<file path="config.mk">
export PLATFORM = sky130hd
export DESIGN_NAME = hbd_ctrl
export DESIGN_NICKNAME = d
export VERILOG_FILES = /design/src/rtl/core/hbd_pkg.sv /design/src/rtl/core/hbd_ctrl.sv
export SDC_FILE = /design/constraint.sdc
export NUM_CORES = 1
export LEC_CHECK = 0
export BUFFER_PORTS_ARGS = -buffer_cell sky130_fd_sc_hd__buf_2
export CORE_AREA = 5 5 42 44
export CTS_CLUSTER_DIAMETER = 120
export DETAILED_ROUTE_END_ITERATION = 6
export DIE_AREA = 0 0 47 49
export HOLD_SLACK_MARGIN = 0.12
export PLACE_DENSITY = 0.5
export SETUP_SLACK_MARGIN = 0.5
export SLEW_MARGIN = 20
export SYNTH_ARGS = -nofsm -noshare
export SYNTH_HDL_FRONTEND = slang
export SYNTH_SLANG_ARGS = --single-unit
</file>
<file path="constraint.sdc">
create_clock -name clk -period 2 [get_ports clk]
set_input_delay 0.2 -clock clk [delete_from_list [all_inputs] [get_ports clk]]
set_output_delay 0.2 -clock clk [all_outputs]
set_load 0.05 [all_outputs]
</file>
<file path="src/rtl/core/hbd_pkg.sv">
// Shared types and constants for the Huffman bit decoder.
package hbd_pkg;

    localparam int TABLE_ENTRIES = 256;
    localparam int CODE_WIDTH = 64;
    localparam int BYTE_BITS = 8;
    localparam int LOAD_CODE_BITS = 64;

    typedef enum logic
    {
        OP_LOAD = 1'b0,
        OP_DATA = 1'b1
    } op_t;

    typedef struct packed
    {
        op_t                       op;
        logic [7:0]                load_symbol;
        logic [LOAD_CODE_BITS-1:0] load_code;
        logic [7:0]                data_byte;
        logic [3:0]                valid_bits;
        logic                      stream_end;
    } item_t;

    typedef struct packed
    {
        logic [7:0] symbol;
        logic       last_of_item;
    } result_t;

    typedef struct packed
    {
        logic take_item;
        logic shift_bit;
        logic scan_step;
        logic take_hit;
        logic finish;
    } cmd_t;

    typedef struct packed
    {
        logic item_load;
        logic item_empty;
        logic hit;
        logic scan_miss;
        logic bits_left;
        logic can_push;
    } status_t;

endpackage

</file>
<file path="src/rtl/core/hbd_ctrl.sv">
// Controller state machine that sequences requests, bit shifts and table scans.
module hbd_ctrl (
    input  logic             clk,
    input  logic             rst_n,
    input  logic             item_valid,
    output logic             item_ready,
    input  hbd_pkg::status_t status,
    output hbd_pkg::cmd_t    cmd
);

    typedef enum logic [2:0]
    {
        ST_IDLE,
        ST_SHIFT,
        ST_SCAN,
        ST_HIT,
        ST_FINISH
    } state_t;

    state_t state_reg;
    state_t state_next;
    logic   ready_reg;
    logic   accept;

    assign accept = item_valid && ready_reg;

    always_comb
    begin
        state_next = state_reg;
        cmd = '0;
        unique case (state_reg)
            ST_IDLE:
            begin
                if (accept)
                begin
                    cmd.take_item = 1'b1;
                    if (status.item_load)
                    begin
                        state_next = ST_IDLE;
                    end
                    else if (status.item_empty)
                    begin
                        state_next = ST_FINISH;
                    end
                    else
                    begin
                        state_next = ST_SHIFT;
                    end
                end
            end
            ST_SHIFT:
            begin
                cmd.shift_bit = 1'b1;
                state_next = ST_SCAN;
            end
            ST_SCAN:
            begin
                cmd.scan_step = 1'b1;
                if (status.hit)
                begin
                    state_next = ST_HIT;
                end
                else if (status.scan_miss)
                begin
                    state_next = status.bits_left ? ST_SHIFT : ST_FINISH;
                end
            end
            ST_HIT:
            begin
                if (status.can_push)
                begin
                    cmd.take_hit = 1'b1;
                    state_next = status.bits_left ? ST_SHIFT : ST_FINISH;
                end
            end
            ST_FINISH:
            begin
                if (status.can_push)
                begin
                    cmd.finish = 1'b1;
                    state_next = ST_IDLE;
                end
            end
            default:
            begin
                state_next = ST_IDLE;
            end
        endcase
    end

    always_ff @(posedge clk or negedge rst_n)
    begin
        if (!rst_n)
        begin
            state_reg <= ST_IDLE;
            ready_reg <= 1'b1;
        end
        else
        begin
            state_reg <= state_next;
            ready_reg <= (state_next == ST_IDLE);
        end
    end

    assign item_ready = ready_reg;

endmodule

</file>
==> impl_metrics.json <==
{
  "startpoint_type": "flop",
  "finalPower_uw": 671,
  "path_cells": "nor3_2, nor2b_2, buf_6",
  "via_per_inst": 4.56,
  "drc": 0,
  "syn_area_per_cell_um2": 9.49,
  "chipWidth_um": 47,
  "n_antenna_cell": 0,
  "cp_slowest_cell": "dfrtp_2",
  "ioPinCount": 15,
  "synthFlopType": "dfrtp_1",
  "ant_nets": 0,
  "drtIter0Drc": 5,
  "largest_reg_flops": 3,
  "synth_top_family_by_area": "simple AND/OR/NAND/NOR gates",
  "root_buffer": "clkbuf_4",
  "tightest_slew_ps": 407,
  "grt_start_max_net_pins": 12,
  "crit_path_end": "cmd[4]",
  "cp-startpoint": "state_reg[0]",
  "synth-simple-area-share_pct": 35.0,
  "r2r-end": "item_ready",
  "area_growth_pct": 54.1,
  "post_drt_wl_per_cell_um": 11.3,
  "cts_tree": "done",
  "clkTransAtPathRegs_ps": 40,
  "cp-end-kind": "primary output",
  "antenna_found_initial": 0,
  "post-route-util_pct": 30.3,
  "min_period_ps": 1450,
  "synth_nets": 38,
  "port_buffers": 14,
  "vias": 283,
  "syn_inst": 29,
  "cpLargestDelayFamily": "flip-flops",
  "ir_drop_uv": 535,
  "worst-path-buf-inv": 1,
  "finClkSkew_ps": 6.70,
  "fin_crit_sh_pct": 72.5,
  "final-hold-violation-count": 0,
  "leakage_nw": 0.177,
  "synth_compound_area_share_pct": 20.9,
  "post_cts_buffers": 0,
  "dp_hpwl_um": 548,
  "grt-ovfl-total": 0,
  "fill_cells": 169,
  "hold_path_class": "input port to flop",
  "synthXorXnorAreaFrac_pct": 0,
  "cp_slowest_stage_delay_ps": 460,
  "status": "completed",
  "routed_wl_um": 700,
  "clk_latency_ps": 230,
  "grt_pass1_wl_um": 1170,
  "gp_congestion": 0.661,
  "maxCapViolCount": 0,
  "grt_pass1_vias": 288,
  "cts.htree.levels": 1,
  "critPathMaxFanout": 11,
  "first_pass_iters": 4,
  "slew-limit-headroom_pct": 72.8,
  "rsz0062_at_grt": "true",
  "worstPathArrival_ps": 1250,
  "synth_cell_types": 22,
  "ys_seq_area_share_pct": 36.8,
  "cts_made_buffers": 3,
  "synth_warnings": 0,
  "setup_viol": 0,
  "synthMuxAreaShare_pct": 0,
  "synthTopCellsByArea": "dfrtp_1 27%, dfstp_2 9.5%, a211oi_2 4.5%",
  "cp.required_ps": 1800,
  "synthArstFlopShare_pct": 100,
  "synth_area_leader_cell": "dfrtp_1",
  "dieHeight_um": 49,
  "ys_ff_latch": 4,
  "cts_sinks": 4,
  "die-area_um2": 2300,
  "yosysTopAreaCellShare_pct": 27.3,
  "path_class": "flop to primary output",
  "grt_use_total_pct": 6.99,
  "clockBufferDepth": 2,
  "final_common_cell": "buf_2",
  "cp.depth": 3,
  "drive_gt1_share_pct": 63.0,
  "r2r_start": "state_reg[0]",
  "reg2reg_depth": 4,
  "mappedNetlistArea_um2": 275,
  "rows": 14,
  "nets": 56,
  "fin_setup_tns_ps": 0,
  "max_freq_ghz": 0.689,
  "coreArea_um2": 1400,
  "power_density_nw_per_um2": 1580,
  "slew_viol_final": 0,
  "start_util_pct": 19.6,
  "synth_edf_count": 0,
  "reg2reg_slack_ps": 560,
  "final_cell_mix": "10 x buf_2, 4 x clkbuf_4, 3 x nor2_1, 3 x dfrtp_2",
  "holdPathStages": 2,
  "synth-adder-area-share_pct": 0
}
[stage by stage]
| step | instance area (um2) | hold WS, ps | cells | setup slack (ps) |
|---|---|---|---|---|
| finish | 424 | 254 | 62 | 550 |
| global route | 424 | 273 | 62 | 488 |
| floorplan | 285 | -95.6 | 29 | 452 |
| detailed placement | 359 | 5.32 | 57 | 486 |
| CTS | 407 | 248 | 62 | 497 |
| global placement | 359 | 7.05 | 57 | 498 |
[layout make-up]
type / instances / area [um2] / area share [%]
Tap cell: 16 / 20.0 / 4.72
Inverter: 1 / 3.75 / 0.885
Multi-Input combinational cell: 22 / 175 / 41.3
Timing Repair Buffer: 15 / 93.8 / 22.1
Clock buffer: 4 / 26.3 / 6.19
Sequential cell: 4 / 105 / 24.8
[repair_timing]
action                                  CTS  global route
endpoints found under the hold margin     4             0
gates resized for setup                   4             8
endpoints found under the setup margin    2             4
hold buffers                              1             0
[worst register-to-register path: cells and delay by family, from the launching register on]
family | cells | cell delay, ps
simple gates | 2 | 470
flops | 1 | 460
compound gates | 2 | 420
[per-layer routing]
| layer | GRT usage [%] | vias to the layer above | share of wire, % |
|---|---|---|---|
| li1 | - | 143 | - |
| met1 | 8.41 | 131 | 37 |
| met2 | 10.4 | 9 | 56 |
| met3 | 1.11 | 0 | 6.1 |
| met4 | 5.53 | 0 | 0 |
| met5 | 0 | - | 0 |
[how the worst min path moves through the flow]
| stage | endpoint | slack, ps | startpoint |
|---|---|---|---|
| floorplan | state_reg[0] | -100 | rst_n |
| global placement | state_reg[0] | 7 | rst_n |
| detailed placement | state_reg[0] | 5 | rst_n |
| CTS | state_reg[1] | 250 | status[0] |
| global route | state_reg[1] | 270 | status[0] |
| finish | state_reg[1] | 250 | status[0] |
[synth_stat cells, types with 2 or more instances]
| cell type | instances |
|---|---|
| nand2b_1 | 2 |
| nand2_1 | 2 |
| nor2_1 | 3 |
| nor3_1 | 2 |
| dfrtp_1 | 3 |
[report_power, final]
group | leakage (nW) | switching, mW | internal [mW]
sequential | 0.0443 | 0.0681 | 0.129
clock | 0.0150 | 0.0334 | 0.0749
combinational | 0.118 | 0.236 | 0.129
total | 0.177 | 0.338 | 0.333
[cell families (layout without fill, tap and decap cells)]
logic type      Yosys count  in the layout
simple gates             15             15
buf+inv                   3             20
flops                     4              4
compound gates            7              7
Power figures use the tool's default switching activity.
